--- src/hw/rtl/hata_path_loss_top_defines.svh ---
// Assertion macros shared by the path loss RTL.
`ifndef HATA_PATH_LOSS_TOP_DEFINES_SVH
`define HATA_PATH_LOSS_TOP_DEFINES_SVH
`ifndef SYNTHESIS
`define HPL_ASSERT(name, clk, rst_n, prop, msg) \
  name: assert property (@(posedge clk) disable iff (!rst_n) prop) else $error(msg);
`define HPL_ASSERT_NORST(name, clk, prop, msg) \
  name: assert property (@(posedge clk) prop) else $error(msg);
`else
`define HPL_ASSERT(name, clk, rst_n, prop, msg)
`define HPL_ASSERT_NORST(name, clk, prop, msg)
`endif
`endif

--- src/hw/rtl/hpl_pkg.sv ---
// Shared types and constants of the COST-231 Hata path loss pipeline.
package hpl_pkg;

  // Logarithm unit: input width, exponent width, Q24 result width and stage count.
  localparam int unsigned LOG_IN_W   = 15;
  localparam int unsigned LOG_EXP_W  = 4;
  localparam int unsigned LOG_OUT_W  = 27;
  localparam int unsigned LOG_STAGES = 6;

  typedef logic [LOG_IN_W-1:0]  log_in_t;
  typedef logic [LOG_OUT_W-1:0] log_out_t;

  // log10(2) in Q30.
  localparam logic [28:0] LOG10_2_Q30 = 29'd323228497;

  typedef enum logic [2:0] {
    ST_OK         = 3'd0,
    ST_BAD_AREA   = 3'd1,
    ST_BAD_FREQ   = 3'd2,
    ST_BAD_BASE   = 3'd3,
    ST_BAD_MOBILE = 3'd4,
    ST_BAD_DIST   = 3'd5
  } status_e;

  localparam logic [1:0] AREA_MEDIUM = 2'd0;
  localparam logic [1:0] AREA_METRO  = 2'd1;

  localparam logic [11:0] FREQ_MIN = 12'd1500;
  localparam logic [11:0] FREQ_MAX = 12'd2000;
  localparam logic [11:0] BASE_MIN = 12'd300;
  localparam logic [11:0] BASE_MAX = 12'd2000;
  localparam logic [10:0] MOB_MIN  = 11'd100;
  localparam logic [10:0] MOB_MAX  = 11'd1000;
  localparam logic [14:0] DIST_MIN = 15'd1000;
  localparam logic [14:0] DIST_MAX = 15'd20000;

endpackage

--- src/hw/rtl/hpl_log10.sv ---
// Six-stage base-10 logarithm in Q24 by leading-one detection and table interpolation.
module hpl_log10 #(
  parameter int unsigned LOG_TABLE_ENTRIES = 64
) (
  input  logic                           clk_i,
  input  logic [hpl_pkg::LOG_STAGES-1:0] en_i,
  input  hpl_pkg::log_in_t               x_i,
  output hpl_pkg::log_out_t              log10_o
);
  import hpl_pkg::*;

  localparam int unsigned FracW = 32;
  localparam int unsigned TabW  = 25;
  localparam int unsigned IdxW  = $clog2(LOG_TABLE_ENTRIES);
  localparam int unsigned RomAw = $clog2(LOG_TABLE_ENTRIES + 1);
  localparam int unsigned ProdW = FracW + RomAw;
  localparam int unsigned IpW   = TabW + FracW;
  localparam int unsigned L2W   = LOG_EXP_W + 24;
  localparam int unsigned L10W  = 57;

  // Table entry i holds log2(1 + i/N) in Q24, built bit by bit by repeated squaring.
  function automatic logic [TabW-1:0] log_entry(input int unsigned i);
    logic [63:0] y;
    logic [23:0] bits;
    if (i >= LOG_TABLE_ENTRIES) begin
      return TabW'(64'd1 << 24);
    end
    y = (64'd1 << 30) + ((64'(i) << 30) / LOG_TABLE_ENTRIES);
    bits = '0;
    for (int k = 0; k < 24; k++) begin
      y = (y * y) >> 30;
      bits = {bits[22:0], 1'b0};
      if (y >= (64'd1 << 31)) begin
        bits[0] = 1'b1;
        y = y >> 1;
      end
    end
    return {1'b0, bits};
  endfunction

  logic [TabW-1:0] rom_w [LOG_TABLE_ENTRIES+1];

  for (genvar g = 0; g <= LOG_TABLE_ENTRIES; g++) begin : g_rom
    assign rom_w[g] = log_entry(g);
  end

  logic [LOG_EXP_W-1:0] e1_d, e1_q, e2_q, e3_q, e4_q;
  logic [FracW-1:0]     frac1_d, frac1_q;
  logic [4:0]           shift_w;
  logic [ProdW-1:0]     p2_w;
  logic [IdxW-1:0]      idx2_q;
  logic [FracW-1:0]     rem2_q, rem3_q;
  logic [RomAw-1:0]     addr_w;
  logic [TabW-1:0]      lo_w, hi_w, lo3_q, diff3_q, lo4_q, interp4_q;
  logic [IpW-1:0]       ip_w;
  logic [L2W-1:0]       l2_5_q;
  logic [L10W-1:0]      l10_w;
  logic [LOG_OUT_W-1:0] log10_q;

  // Stage 1: position of the leading one and the bits below it, left aligned.
  always_comb begin
    e1_d = '0;
    for (int b = 1; b < LOG_IN_W; b++) begin
      if (x_i[b]) begin
        e1_d = LOG_EXP_W'(b);
      end
    end
    shift_w = 5'(LOG_IN_W) - 5'(e1_d);
    frac1_d = {x_i, {(FracW-LOG_IN_W){1'b0}}} << shift_w;
  end

  always_ff @(posedge clk_i) begin
    if (en_i[0]) begin
      e1_q    <= e1_d;
      frac1_q <= frac1_d;
    end
  end

  // Stage 2: scale the fraction to a table index and a 32-bit remainder.
  assign p2_w = ProdW'(frac1_q) * ProdW'(LOG_TABLE_ENTRIES);

  always_ff @(posedge clk_i) begin
    if (en_i[1]) begin
      e2_q   <= e1_q;
      idx2_q <= p2_w[FracW +: IdxW];
      rem2_q <= p2_w[FracW-1:0];
    end
  end

  // Stage 3: table lookup of both neighbors.
  assign addr_w = RomAw'(idx2_q);
  assign lo_w   = rom_w[addr_w];
  assign hi_w   = rom_w[addr_w + RomAw'(1)];

  always_ff @(posedge clk_i) begin
    if (en_i[2]) begin
      e3_q    <= e2_q;
      lo3_q   <= lo_w;
      diff3_q <= hi_w - lo_w;
      rem3_q  <= rem2_q;
    end
  end

  // Stage 4: linear interpolation step.
  assign ip_w = IpW'(diff3_q) * IpW'(rem3_q);

  always_ff @(posedge clk_i) begin
    if (en_i[3]) begin
      e4_q      <= e3_q;
      lo4_q     <= lo3_q;
      interp4_q <= ip_w[FracW +: TabW];
    end
  end

  // Stage 5: log2 in Q24.
  always_ff @(posedge clk_i) begin
    if (en_i[4]) begin
      l2_5_q <= {e4_q, 24'd0} + L2W'(lo4_q) + L2W'(interp4_q);
    end
  end

  // Stage 6: convert to log10 with rounding.
  assign l10_w = L10W'(l2_5_q) * L10W'(LOG10_2_Q30) + (L10W'(1) << 29);

  always_ff @(posedge clk_i) begin
    if (en_i[5]) begin
      log10_q <= l10_w[30 +: LOG_OUT_W];
    end
  end

  assign log10_o = log10_q;

endmodule

--- config.mk ---
export PLATFORM = sky130hd
export DESIGN_NAME = hpl_log10
export DESIGN_NICKNAME = d
export VERILOG_FILES = /design/src/hw/rtl/hata_path_loss_top_defines.svh /design/src/hw/rtl/hpl_pkg.sv /design/src/hw/rtl/hpl_log10.sv
export SDC_FILE = /design/constraint.sdc
export NUM_CORES = 2
export LEC_CHECK = 0
export BUFFER_PORTS_ARGS = -buffer_cell sky130_fd_sc_hd__buf_2
export CAP_MARGIN = 20
export CORE_MARGIN = 3
export CORE_UTILIZATION = 35
export CTS_CLUSTER_DIAMETER = 80
export DETAILED_ROUTE_END_ITERATION = 16
export PLACE_DENSITY = 0.48
export SETUP_SLACK_MARGIN = 0.3
export SLEW_MARGIN = 25
export SYNTH_ARGS = -nofsm -noshare
export SYNTH_HDL_FRONTEND = slang
export SYNTH_SLANG_ARGS = --single-unit
--- constraint.sdc ---
create_clock -name clk_i -period 18.75 [get_ports clk_i]
set_input_delay 5.625 -clock clk_i [delete_from_list [all_inputs] [get_ports clk_i]]
set_output_delay 5.625 -clock clk_i [all_outputs]
set_load 0.005 [all_outputs]
==> results.sh <==
export IMPL_outcome="completed"
export IMPL_ys_async_sr_fraction=0
export IMPL_fraction_of_layout_cells_with_a_size_suffix_above_1=0.0439
export IMPL_data_arrival_time_of_the_critical_path_ns=7.77
export IMPL_post_synth_num_cell_types=77
export IMPL_final_period_minus_worst_setup_slack_ns=7.47
export IMPL_final_setup_tns_ns=0
export IMPL_final_max_slew_viol_count=0
export IMPL_regToRegEndpoint="log10_o[25]$_DFFE_PP_"
export IMPL_floorplan_io_pins=49
export IMPL_dr_first_iter_drc_count=1577
export IMPL_finalCoreUtilization=0.383
export IMPL_synth_warning_count=0
export IMPL_die_area_um2=97600
export IMPL_synth_largest_area_cell="sky130_fd_sc_hd__ha_1"
export IMPL_worstSetupEndpointType="register"
export IMPL_cts_repair_resize_count=0
export IMPL_max_freq_mhz=134
export IMPL_timing_final_ws_setup_ns=11.28
export IMPL_global_route_wire_length_before_repair_mm=146
export IMPL_hold_ws_ns=0.417
export IMPL_initial_core_util=0.356
export IMPL_io_buffer_count=48
export IMPL_number_of_antenna_violating_nets_in_the_routed_design=0
export IMPL_numCtsBuffers=27
export IMPL_tritoncts="done"
export IMPL_postCtsSetupRepairBufs=0
export IMPL_routabilityCongestion=0.915
export IMPL_hold_end="lo4_q[6]$_DFFE_PP_"
export IMPL_worst_clock_skew_ns=0.0148
export IMPL_area_growth_synth_to_final_pct=7.60
export IMPL_placeableCoreArea_um2=92400
export IMPL_clock_tree_buffer_depth=3
export IMPL_clkTransAtPathRegs_ns=0.06
export IMPL_post_synth_main_area_contributors="sky130_fd_sc_hd__ha_1 (22%), sky130_fd_sc_hd__fa_1 (21%), sky130_fd_sc_hd__edfxtp_1 (19%)"
export IMPL_grt_overflow=0
export IMPL_slew_headroom=0.290
export IMPL_worst_path_required_ns=19.05
export IMPL_dpl_worst_slack_ns=10.68
export IMPL_synthesis_area_per_instance_um2=9.25
export IMPL_ctsRootBufferMaster="sky130_fd_sc_hd__clkbuf_16"
export IMPL_postCtsHoldBufs=0
export IMPL_via_count_of_the_first_global_routing_pass=24700
export IMPL_drcViolationCount=0
export IMPL_synthesis_nets=4510
export IMPL_worst_slew_pin_slew_ns=1.05
export IMPL_worstSetupPathType="in2reg"
export IMPL_rsz0062_at_grt="false"
export IMPL_grt_util_all_layers=0.190
export IMPL_htreeDepth=1
export IMPL_synth_seq_area_share=0.190
export IMPL_rrSetupSlack_ns=11.38
export IMPL_fp_dieH_um=312
export IMPL_synth_seq_cells=208
export IMPL_netlist_area_leader_share=0.224
export IMPL_cap_viol_max_count=0
export IMPL_drt_wl_total_mm=92.7
export IMPL_diodes=0
export IMPL_placementRows=111
export IMPL_setup_crit_start_kind="input pin"
export IMPL_syn_inst=3554
export IMPL_pin_count_of_the_biggest_net_entering_global_routing=91
export IMPL_cts_sinks=208
export IMPL_timing_hold_worst_path_depth=0
export IMPL_detailroute_via_count=24500
export IMPL_holdCritStartpoint="lo3_q[6]$_DFFE_PP_"
export IMPL_r2r_start="l2_5_q[11]$_DFFE_PP_"
export IMPL_post_route_period_util=0.398
export IMPL_avgRoutedWirePerCell_um=19.3
export IMPL_dp_final_hpwl_mm=74.2
export IMPL_synth_area_um2=32900
export IMPL_setup_viol=0
export IMPL_reg2reg_depth=24
export IMPL_final_nets=4485
export IMPL_synth_edff_count=208
export IMPL_hold_viol=0
export IMPL_clk_latency_ns=0.57
export IMPL_hold_path_class="reg2reg"
export IMPL_critPathMaxFanout=13
export IMPL_route_detailed_vias_per_inst=5.12
export IMPL_antenna_found_initial=2
export IMPL_die_w_um=312
export IMPL_drt_pre_antenna_iters=6
export IMPL_synth_flop_cell="sky130_fd_sc_hd__edfxtp_1"
state kept, by name, indices dropped and copies added (netlist names), 9 cells and up:
register   cells
diff3_q       25
l2_5_q        28
log10_o       27
rem2_q         9
rem3_q         9
frac1_q       15
lo3_q         24
interp4_q     25
lo4_q         24
cells in the mapped netlist (all sizes together) (6+ instances only):
| cell type | instances |
|---|---|
| nor3 | 38 |
| nor2b | 21 |
| a21oi | 227 |
| o21bai | 13 |
| a311oi | 6 |
| a221oi | 9 |
| o211ai | 29 |
| nand4 | 15 |
| o21ai | 150 |
| mux2i | 28 |
| nand3 | 56 |
| or3 | 6 |
| a221o | 6 |
| ha | 588 |
| nand2 | 294 |
| a31oi | 31 |
| and3 | 22 |
| xor2 | 38 |
| a211o | 6 |
| inv | 640 |
| buf | 26 |
| nor2 | 170 |
| a21o | 47 |
| or2 | 8 |
| xnor2 | 63 |
| fa | 346 |
| a211oi | 33 |
| nand2b | 18 |
| o22ai | 15 |
| clkbuf | 110 |
| and2 | 137 |
| o311ai | 18 |
| edfxtp | 208 |
| o31ai | 10 |
| o21a | 29 |
| o221ai | 13 |
how the worst max path moves through the flow:
stage                     cells after the start            startpoint               endpoint  slack (ns)
after floorplan                               9               x_i[11]  frac1_q[29]$_DFFE_PP_       11.17
after global placement                       10                x_i[1]  frac1_q[30]$_DFFE_PP_       10.28
after detailed placement                     10                x_i[1]  frac1_q[30]$_DFFE_PP_       10.68
after CTS                                    24  l2_5_q[11]$_DFFE_PP_  log10_o[25]$_DFFE_PP_       11.25
after global routing                         24  l2_5_q[11]$_DFFE_PP_  log10_o[25]$_DFFE_PP_       10.95
final                                        10                x_i[1]  frac1_q[30]$_DFFE_PP_       11.28
final cells by class:
| class | count | area [um^2] |
|---|---|---|
| Fill cell | 9427 | 57000 |
| Clock inverter | 22 | 251 |
| Tap cell | 1243 | 1560 |
| Inverter | 643 | 2410 |
| Sequential cell | 208 | 6250 |
| Clock buffer | 28 | 679 |
| Timing Repair Buffer | 82 | 495 |
| Multi-Input combinational cell | 2567 | 23700 |
layer usage:
layer / vias up / track usage / wire length, um
met2: 589 / 0.327 / 44600
met3: 140 / 0.0197 / 3830
met5: - / 0 / 26
met1: 11900 / 0.254 / 41400
met4: 4 / 0.0487 / 2720
li1: 11900 / - / -
metrics by stage:
| step | cells | cell area, um^2 |
|---|---|---|
| after floorplan | 3554 | 32900 |
| after global placement | 4743 | 34400 |
| after detailed placement | 4743 | 34400 |
| after CTS | 4793 | 35400 |
| after global routing | 4793 | 35400 |
| final | 4793 | 35400 |
critical path, stage by stage:
cell	delay (ns)
sky130_fd_sc_hd__buf_2	0.11
sky130_fd_sc_hd__nor2b_1	0.13
sky130_fd_sc_hd__o21bai_1	0.07
sky130_fd_sc_hd__a21oi_1	0.14
sky130_fd_sc_hd__o22a_1	0.17
sky130_fd_sc_hd__nor2b_2	0.62
sky130_fd_sc_hd__mux2i_1	0.31
sky130_fd_sc_hd__mux2i_1	0.18
sky130_fd_sc_hd__a221oi_1	0.28
sky130_fd_sc_hd__o21ai_0	0.12
layout by cell type (no fill, tap or decap), types with 15 or more instances in the layout:
cell type,count
sky130_fd_sc_hd__inv_1,639
sky130_fd_sc_hd__ha_1,587
sky130_fd_sc_hd__fa_1,346
sky130_fd_sc_hd__nand2_1,294
sky130_fd_sc_hd__a21oi_1,227
sky130_fd_sc_hd__edfxtp_1,208
sky130_fd_sc_hd__nor2_1,170
sky130_fd_sc_hd__o21ai_0,148
sky130_fd_sc_hd__and2_1,136
sky130_fd_sc_hd__xnor2_1,58
sky130_fd_sc_hd__nand3_1,56
sky130_fd_sc_hd__buf_2,48
sky130_fd_sc_hd__a21o_1,47
sky130_fd_sc_hd__nor3_1,38
sky130_fd_sc_hd__xor2_1,38
sky130_fd_sc_hd__buf_4,34
sky130_fd_sc_hd__a211oi_1,33
sky130_fd_sc_hd__a31oi_1,31
sky130_fd_sc_hd__o21a_1,29
sky130_fd_sc_hd__o211ai_1,28
sky130_fd_sc_hd__mux2i_1,28
sky130_fd_sc_hd__clkbuf_16,27
sky130_fd_sc_hd__and3_1,21
sky130_fd_sc_hd__nor2b_1,19
sky130_fd_sc_hd__nand2b_1,18
sky130_fd_sc_hd__o311ai_0,18
sky130_fd_sc_hd__o22ai_1,15
sky130_fd_sc_hd__nand4_1,15
cell families (layout without fill, tap and decap cells):
family / Yosys count / in the layout / share of synthesized area
muxes: 30 / 30 / 0.00921
xor gates and xnor gates: 101 / 101 / 0.0269
adders and majority gates: 934 / 934 / 0.435
and+or+nand+nor: 801 / 801 / 0.115
buffers and inverters: 779 / 775 / 0.0895
AOI/OAI and AO/OA: 700 / 700 / 0.135
other: 1 / 1 / 0.000114
DFF: 208 / 208 / 0.190
Power is not shown: default switching activity piles up to over one toggle a cycle in this logic, so the estimate is an artifact.
